[src/sv/vcsm_pkg.sv]
// ----------------------------------------------------------------------------
// vcsm_pkg: shared definitions for the vowel-collapsed substring matcher
// Holds the pattern capacity, derived widths, command codes and the byte
// normalization helpers used by the top level.
// ----------------------------------------------------------------------------
package vcsm_pkg;

  // Pattern capacity in normalized bytes, and the widths that follow from it.
  localparam int PAT_MAX = 64;
  localparam int LEN_W   = $clog2(PAT_MAX + 1);
  localparam int CHAR_W  = 8;

  // Command codes carried in tuser.
  localparam logic CMD_PATTERN = 1'b0;
  localparam logic CMD_TEXT    = 1'b1;

  // Lowercase vowels that collapse when repeated.
  localparam logic [CHAR_W-1:0] CH_A = 8'h61;
  localparam logic [CHAR_W-1:0] CH_E = 8'h65;
  localparam logic [CHAR_W-1:0] CH_I = 8'h69;
  localparam logic [CHAR_W-1:0] CH_O = 8'h6F;
  localparam logic [CHAR_W-1:0] CH_U = 8'h75;
  localparam logic [CHAR_W-1:0] CH_NUL = 8'h00;

  // Control bundle handed from the sequencer to each cell.
  typedef struct packed {
    logic load;    // write the incoming byte into this cell
    logic clear;   // drop the partial-match bit
    logic step;    // advance the partial-match bit on a kept text byte
    logic active;  // this cell lies inside the stored pattern
    logic tail;    // this cell holds the final pattern byte
  } cell_ctrl_t;

  function automatic logic is_low_vowel(input logic [CHAR_W-1:0] c);
    return (c == CH_A) || (c == CH_E) || (c == CH_I) || (c == CH_O) || (c == CH_U);
  endfunction

  // A byte is kept unless it is a vowel repeating the previously kept byte.
  function automatic logic keep_byte(input logic [CHAR_W-1:0] c,
                                     input logic [CHAR_W-1:0] prev);
    return !(is_low_vowel(c) && (c == prev));
  endfunction

endpackage

[src/sv/vowel_collapsed_substring_match.sv]
// ----------------------------------------------------------------------------
// vowel_collapsed_substring_match: streaming substring search
// Pattern bytes (tuser = 0) are normalized and loaded into a row of cells;
// text bytes (tuser = 1) are normalized and matched against the row.
// ----------------------------------------------------------------------------
// The block accepts one byte per clock cycle while s_tready is high,
// pattern or text alike: each of the PAT_MAX cells of the row compares its
// stored byte with the incoming text byte and takes its partial-match bit
// from its left neighbor in the same cycle. The single result appears on
// the master side in the cycle after the last text byte (tlast = 1) is
// accepted, and s_tready stays low only while a result waits to be taken.
// A pattern stays stored for any number of later texts; with no pattern the
// result reports found. Normalized patterns longer than PAT_MAX bytes flag
// pattern_overflow and never report found.
module vowel_collapsed_substring_match
  import vcsm_pkg::*;
(
  input  logic       clk,
  input  logic       rst,
  // Slave side.
  input  logic       s_tvalid,
  output logic       s_tready,
  input  logic [7:0] s_tdata,   // [7:0] char_in
  input  logic       s_tuser,   // [0] command
  input  logic       s_tlast,   // last
  // Master side.
  output logic       m_tvalid,
  input  logic       m_tready,
  output logic [7:0] m_tdata    // [0] found, [1] pattern_overflow, [7:2] zero
);

  logic              s_xfer;
  logic              acc_pat;
  logic              acc_text;
  logic [CHAR_W-1:0] char_in;

  logic [LEN_W-1:0]  pat_len;
  logic [CHAR_W-1:0] pat_prev;
  logic              pat_closed;
  logic              pat_over;
  logic [CHAR_W-1:0] text_prev;
  logic              match_seen;

  logic [LEN_W-1:0]  len_eff;
  logic [CHAR_W-1:0] prev_eff;
  logic              over_eff;
  logic              keep_pat;
  logic              keep_text;
  logic              clear_text;
  logic              store_ok;

  logic [LEN_W-1:0]  pat_len_next;
  logic [CHAR_W-1:0] pat_prev_next;
  logic              pat_over_next;

  cell_ctrl_t        ctrl [PAT_MAX];
  logic [PAT_MAX:0]  chain;
  logic [PAT_MAX-1:0] hits;
  logic [PAT_MAX-1:0] tails;
  logic              hit_now;
  logic              found_now;

  logic              out_found;
  logic              out_over;

  assign char_in  = s_tdata[CHAR_W-1:0];
  assign s_tready = !m_tvalid || m_tready;
  assign s_xfer   = s_tvalid && s_tready;
  assign acc_pat  = s_xfer && (s_tuser == CMD_PATTERN);
  assign acc_text = s_xfer && (s_tuser == CMD_TEXT);

  // A pattern byte after a closed pattern starts over from an empty pattern.
  always_comb begin
    if (pat_closed) begin
      len_eff  = '0;
      prev_eff = CH_NUL;
      over_eff = 1'b0;
    end else begin
      len_eff  = pat_len;
      prev_eff = pat_prev;
      over_eff = pat_over;
    end
  end

  assign keep_pat  = keep_byte(char_in, prev_eff);
  assign keep_text = keep_byte(char_in, text_prev);
  assign store_ok  = len_eff < LEN_W'(PAT_MAX);

  // Text progress is dropped on a new pattern and after each result.
  assign clear_text = (acc_pat && pat_closed) || (acc_text && s_tlast);

  // Next values of the pattern bookkeeping.
  always_comb begin
    pat_len_next  = len_eff;
    pat_prev_next = prev_eff;
    pat_over_next = over_eff;
    if (keep_pat) begin
      pat_prev_next = char_in;
      if (store_ok) begin
        pat_len_next = len_eff + LEN_W'(1);
      end else begin
        pat_over_next = 1'b1;
      end
    end
  end

  always_ff @(posedge clk) begin
    if (rst) begin
      pat_len    <= '0;
      pat_prev   <= CH_NUL;
      pat_closed <= 1'b1;
      pat_over   <= 1'b0;
    end else if (acc_pat) begin
      pat_len    <= pat_len_next;
      pat_prev   <= pat_prev_next;
      pat_over   <= pat_over_next;
      pat_closed <= s_tlast;
    end else if (acc_text) begin
      pat_closed <= 1'b1;
    end
  end

  // Text history and the sticky match flag.
  always_ff @(posedge clk) begin
    if (rst || clear_text) begin
      text_prev  <= CH_NUL;
      match_seen <= 1'b0;
    end else if (acc_text && keep_text) begin
      text_prev  <= char_in;
      match_seen <= match_seen || hit_now;
    end
  end

  // Row of cells; cell 0 always sees a matched empty prefix.
  assign chain[0] = 1'b1;

  for (genvar k = 0; k < PAT_MAX; k++) begin : g_cell
    assign ctrl[k].load   = acc_pat && keep_pat && (len_eff == LEN_W'(k));
    assign ctrl[k].clear  = clear_text;
    assign ctrl[k].step   = acc_text && keep_text;
    assign ctrl[k].active = LEN_W'(k) < pat_len;
    assign ctrl[k].tail   = pat_len == LEN_W'(k + 1);
    assign tails[k]       = ctrl[k].tail;

    vcsm_cell u_cell (
      .clk       (clk),
      .rst       (rst),
      .ctrl      (ctrl[k]),
      .char_in   (char_in),
      .chain_in  (chain[k]),
      .chain_out (chain[k+1]),
      .hit       (hits[k])
    );
  end

  assign hit_now   = |hits;
  assign found_now = !pat_over && (match_seen || hit_now || (pat_len == '0));

  // Output register; a result is held until the master side takes it.
  always_ff @(posedge clk) begin
    if (rst) begin
      m_tvalid <= 1'b0;
    end else if (acc_text && s_tlast) begin
      m_tvalid <= 1'b1;
    end else if (m_tready) begin
      m_tvalid <= 1'b0;
    end
  end

  always_ff @(posedge clk) begin
    if (acc_text && s_tlast) begin
      out_found <= found_now;
      out_over  <= pat_over;
    end
  end

  assign m_tdata = {6'b0, out_over, out_found};

  // An overflowed pattern never reports a match.
  a_over_not_found : assert property (@(posedge clk) disable iff (rst)
    m_tvalid |-> !(m_tdata[0] && m_tdata[1]))
    else $error("found set together with pattern_overflow");

  // The stored length never exceeds the row.
  a_len_bound : assert property (@(posedge clk) disable iff (rst)
    pat_len <= LEN_W'(PAT_MAX))
    else $error("pattern length beyond capacity");

  // At most one cell is the pattern tail.
  a_one_tail : assert property (@(posedge clk) disable iff (rst)
    $onehot0(tails))
    else $error("more than one tail cell");

  // The final text byte always yields a result in the next cycle.
  a_result_follows : assert property (@(posedge clk) disable iff (rst)
    (acc_text && s_tlast) |=> m_tvalid)
    else $error("missing result after last text byte");

  // With an empty pattern, no cell holds a partial-match bit.
  a_idle_cells_clear : assert property (@(posedge clk) disable iff (rst)
    (pat_len == '0) |-> (chain[PAT_MAX:1] == '0))
    else $error("partial-match bit set with empty pattern");

endmodule

[src/sv/vcsm_cell.sv]
// ----------------------------------------------------------------------------
// vcsm_cell: one position of the pattern
// Stores one normalized pattern byte and the partial-match bit for that
// position, taking the previous cell's bit as its chain input.
// ----------------------------------------------------------------------------
module vcsm_cell
  import vcsm_pkg::*;
(
  input  logic              clk,
  input  logic              rst,
  input  cell_ctrl_t        ctrl,
  input  logic [CHAR_W-1:0] char_in,
  input  logic              chain_in,
  output logic              chain_out,
  output logic              hit
);

  logic [CHAR_W-1:0] pat_byte;
  logic              match_bit;
  logic              match_bit_next;

  // The pattern byte needs no reset; it is only read once written.
  always_ff @(posedge clk) begin
    if (ctrl.load) begin
      pat_byte <= char_in;
    end
  end

  // The suffix of the text matches the pattern up to this position.
  assign match_bit_next = ctrl.active && chain_in && (pat_byte == char_in);

  always_ff @(posedge clk) begin
    if (rst || ctrl.clear) begin
      match_bit <= 1'b0;
    end else if (ctrl.step) begin
      match_bit <= match_bit_next;
    end
  end

  assign chain_out = match_bit;

  // A full match completes when the tail cell sets its bit.
  assign hit = ctrl.tail && ctrl.step && match_bit_next;

endmodule
[config.mk]
export PLATFORM = sky130hd
export DESIGN_NAME = vowel_collapsed_substring_match
export DESIGN_NICKNAME = d
export VERILOG_FILES = /design/src/sv/vcsm_pkg.sv /design/src/sv/vowel_collapsed_substring_match.sv /design/src/sv/vcsm_cell.sv
export SDC_FILE = /design/constraint.sdc
export NUM_CORES = 1
export LEC_CHECK = 0
export BUFFER_PORTS_ARGS = -buffer_cell sky130_fd_sc_hd__buf_2
export CAP_MARGIN = 20
export CORE_MARGIN = 2
export CORE_UTILIZATION = 35
export CTS_BUF_LIST = sky130_fd_sc_hd__clkbuf_8
export CTS_CLUSTER_SIZE = 8
export DETAILED_ROUTE_END_ITERATION = 10
export SLEW_MARGIN = 20
export SYNTH_ARGS = -nofsm -noshare
export SYNTH_HDL_FRONTEND = slang
export SYNTH_SLANG_ARGS = --single-unit
[constraint.sdc]
create_clock -name clk -period 2.8 [get_ports clk]
set_clock_uncertainty 0.1 [all_clocks]
set_input_delay 0.56 -clock clk [delete_from_list [all_inputs] [get_ports clk]]
set_output_delay 0.56 -clock clk [all_outputs]
set_load 0.02 [all_outputs]
==> results.ini <==
[synth]
synth-seq-cells=604
synth_commonest_cells=edfxtp_1, xnor2_1, nand2_1
synth-edff-count=514
avgSynthCellArea_sq_um=13.0
synthDominantCellAreaShare=0.561
netlist_top_cells_area=edfxtp_1, xnor2_1, dfxtp_1
synth_top_area_cell=edfxtp_1
synthFlopType=edfxtp_1
ys_seq_area_frac=0.627
synthDistinctLibCells=84
synth.most_common_cell=edfxtp_1
synth_cells=2118
async_flop_share=0
ys.warnings.count=0
syn_area_sq_mm=0.0275

[route]
remaining_drc_errors=0
wirelength_um=80600
dr.first_iter.drc_count=1835
ant_nets=0
dr.pass1.iters=8
wl_per_cell_um=22.1
vias_per_cell=5.07
num_vias=18500

[global_route]
grt_pass1_wl_um=120000
antenna_found_initial=0
grt_start_max_net_pins=50
gr-usage-all-layers=0.198
grt_pass1_vias=18500
overflow=0

[worst_setup_path]
regToRegSetupSlack_ns=-0.03
start_kind=register
critPathCaptureType=register
worstRegToRegCells=13
rr_endpoint=out_found
r2r_start=pat_len[3]
crit_fanout=10
crit_type=reg -> reg
required_ns=3.16
worstPathArrival_ns=3.19

[place]
pre_cts_slack_ns=-0.518
gp_congestion=0.951
dpl.hpwl_um=57700
portBuffers=17

[cts]
clock-root-buffer=clkbuf_8
cts_buffer_depth=3
htreeDepth=3
clock_latency_ns=0.73
path_clk_slew_ns=0.07
tritoncts=built
cts_buffers=101
clock_sinks=604

[floorplan]
die_w_um=284
io-pin-count=24
fp.dieH_um=284
core_area_sq_mm=0.0776
die_area_sq_mm=0.0808
start_util=0.354
num_rows=102

[sta]
layout_worst_path_cycle_share=1.01
relSlewSlack=0.513
max_freq_ghz=0.353
min_period_ns=2.83
slew_violations=0
rsz0062_at_grt=yes
hold_viol=0
finalWorstSetupSlack_ns=-0.0303
setup_violations=1
tightest_slew_ns=0.725
timing.hold.ws_ns=0.0615

[hold_path]
hold_class=in -> reg
min_to=pat_prev[4]
min-delay-start=s_tdata[4]
hold_depth=3

[outcome]
violations=setup timing
status=finished, violations left

[power_and_ir_drop]
cellLeakagePower_nw=11.2
vdd_ir_drop_max_mv=0.323
p_per_area_mw_per_mm2=547

[cells_and_area]
area_growth_pct=24.6
nNetsFinal=2539
num-fill-cells=7173
drive_gt1_frac=0.253
antenna_cells=0

[flow_run]
maxCapViolCount=0

-- critical path: stages, from the launching register on --
cell	delay, ns
dfxtp_4	0.40
buf_6	0.13
buf_4	0.18
nand4bb_1	0.11
buf_4	0.18
o211ai_1	0.22
nor4_1	0.10
buf_4	0.14
a21oi_1	0.19
o22ai_1	0.13
o21ai_1	0.25
buf_4	0.16
and4_4	0.21
a31oi_1	0.07
-- per-layer routing --
layer,share of wire,track usage,wire length [um]
met1,0.46,0.285,37000
met5,0,0,0
met2,0.45,0.300,36100
met3,0.065,0.0387,5260
met4,0.028,0.0592,2260
-- repair_timing --
item | CTS | global route
hold endpoints to repair | 4 | 0
setup endpoints to repair | 73 | 145
setup buffers | 0 | 3
pin swaps | 5 | 7
hold buffers | 4 | 0
resized for setup | 35 | 40
-- layout make-up --
| class | instances | area (sq um) | share of cell area |
|---|---|---|---|
| Tap cell | 1040 | 1300 | 0.0380 |
| Timing Repair Buffer | 435 | 3980 | 0.116 |
| Multi-Input combinational cell | 1372 | 9710 | 0.283 |
| Clock buffer | 111 | 1530 | 0.0446 |
| Sequential cell | 604 | 17200 | 0.504 |
| Clock inverter | 77 | 465 | 0.0136 |
| Inverter | 7 | 26.3 | 0.000767 |
-- state kept, by name, indices dropped and copies added (netlist names) --
register / cells
g_cell.u_cell.chain_out: 63
match_seen: 1
pat_len: 7
out_over: 1
m_tvalid: 1
g_cell.u_cell.pat_byte: 512
pat_closed: 1
text_prev: 8
out_found: 1
pat_over: 1
pat_prev: 8
-- worst max-delay path by stage --
stage	from	endpoint	slack, ns	cells past startpoint
CTS	pat_len[2]	out_found	0.004	11
global route	pat_len[3]	out_found	-0.08	13
finish	pat_len[3]	out_found	-0.03	13
detailed placement	s_tdata[1]	out_found	-0.52	12
global placement	s_tdata[1]	out_found	-0.52	12
floorplan	m_tready	g_cell[16].u_cell.pat_byte[0]	-0.13	7
-- layout by cell type (no fill, tap or decap), types with 13 or more instances in the layout --
master and instances:
nand2b_1 15, nor4_1 39, nand4_1 77, nor2_1 93, a21oi_1 86, buf_6 13, inv_1 55, dfxtp_1 85
clkbuf_8 111, nand3_1 74, buf_4 355, edfxtp_1 514, o211ai_1 22, buf_12 54, nor3_1 58, nand2_1 139
nor2_2 33, xnor2_1 430, xor2_1 96
-- cell families (layout without fill, tap and decap cells) --
family	count (synthesis)	in the layout	share of synthesized area
simple gates	633	633	0.118
flops	604	604	0.627
xor+xnor	527	527	0.168
compound gates	190	190	0.0472
buf+inv	147	630	0.0333
mux	12	12	0.00441
fa+ha+maj	4	4	0.00182
other cells	1	6	0.000136
-- report_power, final --
group | switching [mW] | internal (mW) | total [mW]
clock | 3.58 | 4.11 | 7.69
sequential | 0.0144 | 9.76 | 9.78
combinational | 0.742 | 0.514 | 1.26
total | 4.34 | 14.4 | 18.7
-- through the flow --
| step | instance area [sq um] | setup TNS (ns) | util | power [mW] | std cells |
|---|---|---|---|---|---|
| finish | 34300 | -0.0303 | 0.441 | 18.7 | 3646 |
| global route | 34300 | -0.0810 | 0.441 | 19.4 | 3646 |
| CTS | 34000 | 0 | 0.439 | 18.9 | 3643 |
| detailed placement | 31900 | -61.04 | 0.411 | 11.2 | 3451 |
| global placement | 31900 | -45.16 | 0.411 | 11.2 | 3451 |
| floorplan | 27600 | -11.20 | - | 10.7 | 2123 |
Power figures use the tool's default switching activity.
